<file path="config.mk">
export PLATFORM = sky130hd
export DESIGN_NAME = f12o2b_link
export DESIGN_NICKNAME = d
export VERILOG_FILES = /design/src/fat12_offset_to_block_defines.svh /design/src/f12o2b_pkg.sv /design/src/f12o2b_link.sv
export SDC_FILE = /design/constraint.sdc
export NUM_CORES = 1
export LEC_CHECK = 0
export BUFFER_PORTS_ARGS = -buffer_cell sky130_fd_sc_hd__clkbuf_2
export CAP_MARGIN = 20
export CORE_ASPECT_RATIO = 0.7
export CORE_UTILIZATION = 25
export DETAILED_ROUTE_END_ITERATION = 6
export PLACE_DENSITY = 0.58
export SYNTH_ARGS = -nofsm -noshare
export SYNTH_HDL_FRONTEND = slang
export SYNTH_SLANG_ARGS = --single-unit
</file>
<file path="constraint.sdc">
create_clock -name vclk -period 3.18
set_input_delay 0.159 -clock vclk [all_inputs]
set_output_delay 0.159 -clock vclk [all_outputs]
set_load 0.1 [all_outputs]
</file>
<file path="src/fat12_offset_to_block_defines.svh">
// assertion macros of the fat12 offset translator top level
`ifndef FAT12_OFFSET_TO_BLOCK_DEFINES_SVH
`define FAT12_OFFSET_TO_BLOCK_DEFINES_SVH

// same-cycle implication, disabled while reset is asserted
`define F12O2B_ASSERT_NOW(label, clk, rst_n, ante, cons, msg) \
	label: assert property (@(posedge clk) disable iff (!rst_n) (ante) |-> (cons)) \
		else $error(msg);

// next-cycle implication, disabled while reset is asserted
`define F12O2B_ASSERT_NEXT(label, clk, rst_n, ante, cons, msg) \
	label: assert property (@(posedge clk) disable iff (!rst_n) (ante) |=> (cons)) \
		else $error(msg);

`endif

</file>
<file path="src/f12o2b_pkg.sv">
// shared types and constants of the fat12 offset translator
package f12o2b_pkg;

	localparam int IDX_W = 13;
	localparam int BLK_W = 12;
	localparam int OFS_W = 32;
	localparam int OIB_W = 9;

	localparam logic [BLK_W-1:0] FIRST_LINK = 12'h002;
	localparam logic [BLK_W-1:0] LAST_LINK  = 12'hffd;
	localparam logic [BLK_W-1:0] CHAIN_END  = 12'hfff;

	localparam logic OP_LOAD  = 1'b0;
	localparam logic OP_QUERY = 1'b1;

	// table accesses needed to follow one link
	typedef struct packed {
		logic             chain_end;
		logic [IDX_W-1:0] addr0;
		logic             ok0;
		logic [IDX_W-1:0] addr1;
		logic             ok1;
	} link_req_t;

endpackage

</file>
<file path="src/f12o2b_link.sv">
// decoder for one fat12 link: byte addresses and unpacking of the entry
module f12o2b_link #(
	parameter int TABLE_ENTRIES = 4096
) (
	input  logic [f12o2b_pkg::BLK_W-1:0] blk,
	input  logic [7:0]                   byte_a,
	input  logic [7:0]                   byte_b,
	output f12o2b_pkg::link_req_t        req,
	output logic [f12o2b_pkg::BLK_W-1:0] next_blk
);

	localparam int TABLE_BYTES = (3 * TABLE_ENTRIES) / 2;
	localparam logic [f12o2b_pkg::IDX_W-1:0] ENTRY_LIMIT = 13'(TABLE_ENTRIES);
	localparam logic [f12o2b_pkg::IDX_W-1:0] BYTE_LIMIT  = 13'(TABLE_BYTES);

	logic [f12o2b_pkg::IDX_W-1:0] half;
	logic [f12o2b_pkg::IDX_W-1:0] base;
	logic [f12o2b_pkg::BLK_W-1:0] raw;

	// byte pair of the entry: lo/mid for even blocks, mid/hi for odd ones
	always_comb begin
		half          = {2'b00, blk[f12o2b_pkg::BLK_W-1:1]};
		base          = half + (half << 1);
		req.chain_end = (blk < f12o2b_pkg::FIRST_LINK) || (blk > f12o2b_pkg::LAST_LINK) ||
			({1'b0, blk} >= ENTRY_LIMIT);
		req.addr0     = blk[0] ? base + 13'd1 : base;
		req.addr1     = blk[0] ? base + 13'd2 : base + 13'd1;
		req.ok0       = req.addr0 < BYTE_LIMIT;
		req.ok1       = req.addr1 < BYTE_LIMIT;
	end

	// unpack 12-bit entry, anything outside the link range ends the chain
	always_comb begin
		raw = blk[0] ? {byte_b, byte_a[7:4]} : {byte_b[3:0], byte_a};
		if (raw < f12o2b_pkg::FIRST_LINK || raw > f12o2b_pkg::LAST_LINK) begin
			next_blk = f12o2b_pkg::CHAIN_END;
		end else begin
			next_blk = raw;
		end
	end

endmodule
</file>
# Word level (Yosys, flattened, before mapping)
# Index checks and enable logic that the tools add are counted.
word_totals:
  ff_bits: 0
  in_bits: 28
  out_inout_bits: 41
  word_cells: 15
op_classes:
  n_addsub: 3
  order_cmp: 6
  mux: 4
  reduce_logical: 2
ops:
  columns: ["operator", "count"]
  rows:
  - ["13-bit less-than comparator (second input constant)", 2]
  - ["13-bit 2-to-1 mux", 2]
  - ["12-bit greater-than comparator (second input constant)", 2]
  - ["12-bit by 2-bit less-than comparator with 1-bit output (second input constant)", 2]
  - ["12-bit 2-to-1 mux", 2]
  - ["11-bit by 12-bit adder with 13-bit output", 1]
  - ["13-bit by 1-bit adder with 13-bit output (second input constant)", 1]
  - ["13-bit by 2-bit adder with 13-bit output (second input constant)", 1]
  - ["1-bit logical OR", 2]

# Depth between registers and ports, before layout
depth:
  ltp_word: 4
  mapped_depth: 11
  depth_no_buf: 10

# Least setup slack after synthesis
# OpenSTA, ideal clock, no wires.
synth_timing:
  path_kind: "input-to-output"
  from: "in blk[1] (netlist bit)"
  to: "out req[13] (netlist bit)"
  arrival_ps: 3928
  t_required_ps: 3021
  setup_slack_ps: -907
  path_stages: 10
  n_path_buf: 1
  path_cell_list: "ha_1 > fa_1 > a21o_1 > a221oi_2 > xnor2_1 > or3b_4 > and4bb_1 > buf_6 > nand3_1 > xnor2_1"
synth_rtl:
  columns: ["item", "line_no", "rtl"]
  rows:
  - ["from (decl)", "f12o2b_link.sv:5", "input logic [f12o2b_pkg::BLK_W-1:0] blk,"]
  - ["to (decl)", "f12o2b_link.sv:8", "output f12o2b_pkg::link_req_t req,"]

==> impl_metrics.toml <==
[power]
ir_drop_uv = 167.9
power_density_nw_per_um2 = 518.5
p_leak_nw = 1.216

[logic_synthesis]
synth-xor-area-share_pct = 20.72
netlist.area_leader.share_pct = 20.19
synthMuxAreaShare_pct = 7.024
synthAdderAreaFrac_pct = 21.60
yosys-top-cells-area = "ha_1, xnor2_1, nand2_1"
synth_top_family_by_area = "simple AND/OR/NAND/NOR gates"
syn_inst = 202
synth_compound_area_share_pct = 15.28
syn_nets = 254
synthSimpleGateAreaFrac_pct = 28.80
synth_area_um2 = 1425
synth.avg_cell_area_um2 = 7.055
ys_warn_count = 0
synth-seq-area-share_pct = 0
synth_top_cell_by_area = "ha_1"
synth_cell_types = 47

[global_route]
antenna_found_initial = 0
grt_usage_pct = 15.18
grt_pass1_wl_um = 7486
first_global_vias = 1534
grt-ovfl-total = 0
grt_start_max_net_pins = 29

[sta]
slew_viol_final = 0
tns_ns = 0
fin_crit_ns = 3.066
fin_crit_sh_pct = 96.41
slew_headroom_pct = 56.80
setup_viol = 0
worst_slew_pin_slew_ns = 0.6473
hold_viol_final = 0
fmax_mhz = 326.2

[cells_and_area]
regArea_um2 = 0
area_growth_pct = 75.07
fin_util_pct = 46.48
design.seq.count = 0
antenna_cells = 0
layout.cells.non_filler = 357
nClkBuffers = 0
drive_gt1_share_pct = 42.46
fin_nets = 339

[floorplanning]
ios = 69
core_um2 = 5368
fp.dieW_um = 92.24
die_h_um = 65.17
rows = 22
initial_core_util_pct = 26.55
dieArea_um2 = 6011

[route]
antenna_left = 0
avgRoutedWirePerCell_um = 12.31
drt_iter0_markers = 105
vias = 1680
drcViolationCount = 0
wirelength_um = 4395
dr.pass1.iters = 4
vias_per_cell = 4.706

[place]
dpl.hpwl_um = 3882
numPortBuffers = 69
placed_cells = 354
place_congestion = 0.9032

[flow_run]
drv_cap = 0

[min_path]
hp-class = "input pin to primary output"

[setup_path]
cp.arrival_ns = 2.91
worstPathRequired_ns = 3.02
path_class = "input pin to primary output"
critical_path.slowest_cell = "or3b_4"
cp-start-kind = "input pin"
end_kind = "primary output"
crit_chain = "clkbuf_2 > buf_4 > fa_2 > a21o_1 > a221oi_4 > xnor2_2 > or3b_4 > and4bb_2 > buf_12 > o21ai_2 > a32oi_4 > buf_12"
critPathMaxStageDelay_ns = 0.41
cpMostUsedCell = "buf_12"
cp_max_fo = 7

[run_status]
run_status = "completed"
## repair_timing
item,in CTS,in global routing
hold buffers,0,0
buffers inserted,0,3
hold endpoints to repair,0,0
setup endpoints to repair,0,10
resized for setup,0,8
## through the flow
| stage | cell area, µm² | setup WS [ns] | power [mW] | hold slack [ns] |
|---|---|---|---|---|
| 6_report | 2495 | 0.1142 | 1.293 | 0.9307 |
| 5_1_grt | 2495 | -0.01154 | 1.348 | 0.9501 |
| 4_1_cts | 2436 | 0.06254 | 1.285 | 0.9297 |
| 3_5_place_dp | 2436 | 0.06518 | 1.283 | 0.9322 |
| 3_3_place_gp | 2436 | 0.1080 | 1.275 | 0.9176 |
| 2_1_floorplan | 1682 | -0.1293 | 0.9465 | 0.7539 |
## Yosys cell counts (all sizes together), types with 2 or more instances
cell,instances
a211oi,2
a21o,3
a21oi,6
a31oi,3
buf,3
clkbuf,2
ha,23
inv,18
mux2i,10
nand2,33
nand2b,2
nand3,8
nand3b,4
nand4,5
nor2,14
nor3,3
nor4,3
o21ai,5
o22ai,2
xnor2,26
xor2,6
## power breakdown
group / internal, mW / leakage (nW) / switching (mW)
registers: 0 / 0 / 0
clock network: 0 / 0 / 0
logic: 0.384 / 1.22 / 0.910
## cell type report
class / count / area (µm²)
inverters: 18 / 67.56
fillers: 540 / 2873
multi-input cells: 179 / 1624
well taps: 72 / 90.09
repair buffers: 88 / 713.2
## worst paths after layout
kind / end / slack, ns / startpoint / cells after the start
worst min-delay path: next_blk[8] / 0.93 / byte_b[4] / 4
worst max-delay path: req[14] / 0.11 / blk[2] / 12
## worst max-delay path: cells and delay by family
family,cells,cell delay [ns]
simple gates,2,0.77
fa+ha+maj,1,0.39
compound gates,4,0.85
buf+inv,4,0.57
xor+xnor,1,0.16
## cell usage in the layout, fill, tap and decap left out, types with 2 or more instances in the layout
cell	netlist	final
a211oi_1	2	2
a21o_1	3	3
a21oi_1	5	3
a21oi_2	1	3
a31oi_1	3	2
buf_12	0	15
buf_4	0	19
clkbuf_2	0	54
ha_1	23	22
inv_1	18	18
mux2i_1	10	9
nand2_1	32	32
nand2b_1	2	2
nand3_1	8	7
nand3b_1	4	4
nand4_1	5	5
nor2_1	14	14
nor3_1	3	3
nor4_1	3	3
o21ai_0	4	3
o22ai_1	2	2
xnor2_1	24	11
xnor2_2	2	9
xnor2_4	0	6
xor2_1	6	3
xor2_4	0	2
## routing by layer
layer | part of all wire, % | vias up | wire, µm | global-route usage [%]
met3 | 2.8 | 0 | 125 | 0.2315
met2 | 44 | 59 | 1947 | 25.09
met4 | 0 | 0 | 0 | 0
met1 | 53 | 740 | 2323 | 23.36
met5 | 0 | - | 0 | 0
li1 | - | 881 | - | -
## logic make-up (layout without fill, tap and decap cells)
kind of cell,Yosys count,in the layout
AO/OA/AOI/OAI,31,31
XOR/XNOR,32,32
adder cells (fa/ha/maj),24,24
buffers and inverters,23,106
multiplexers,10,10
AND/OR/NAND/NOR,82,82
(Power assumes the default switching activity.)
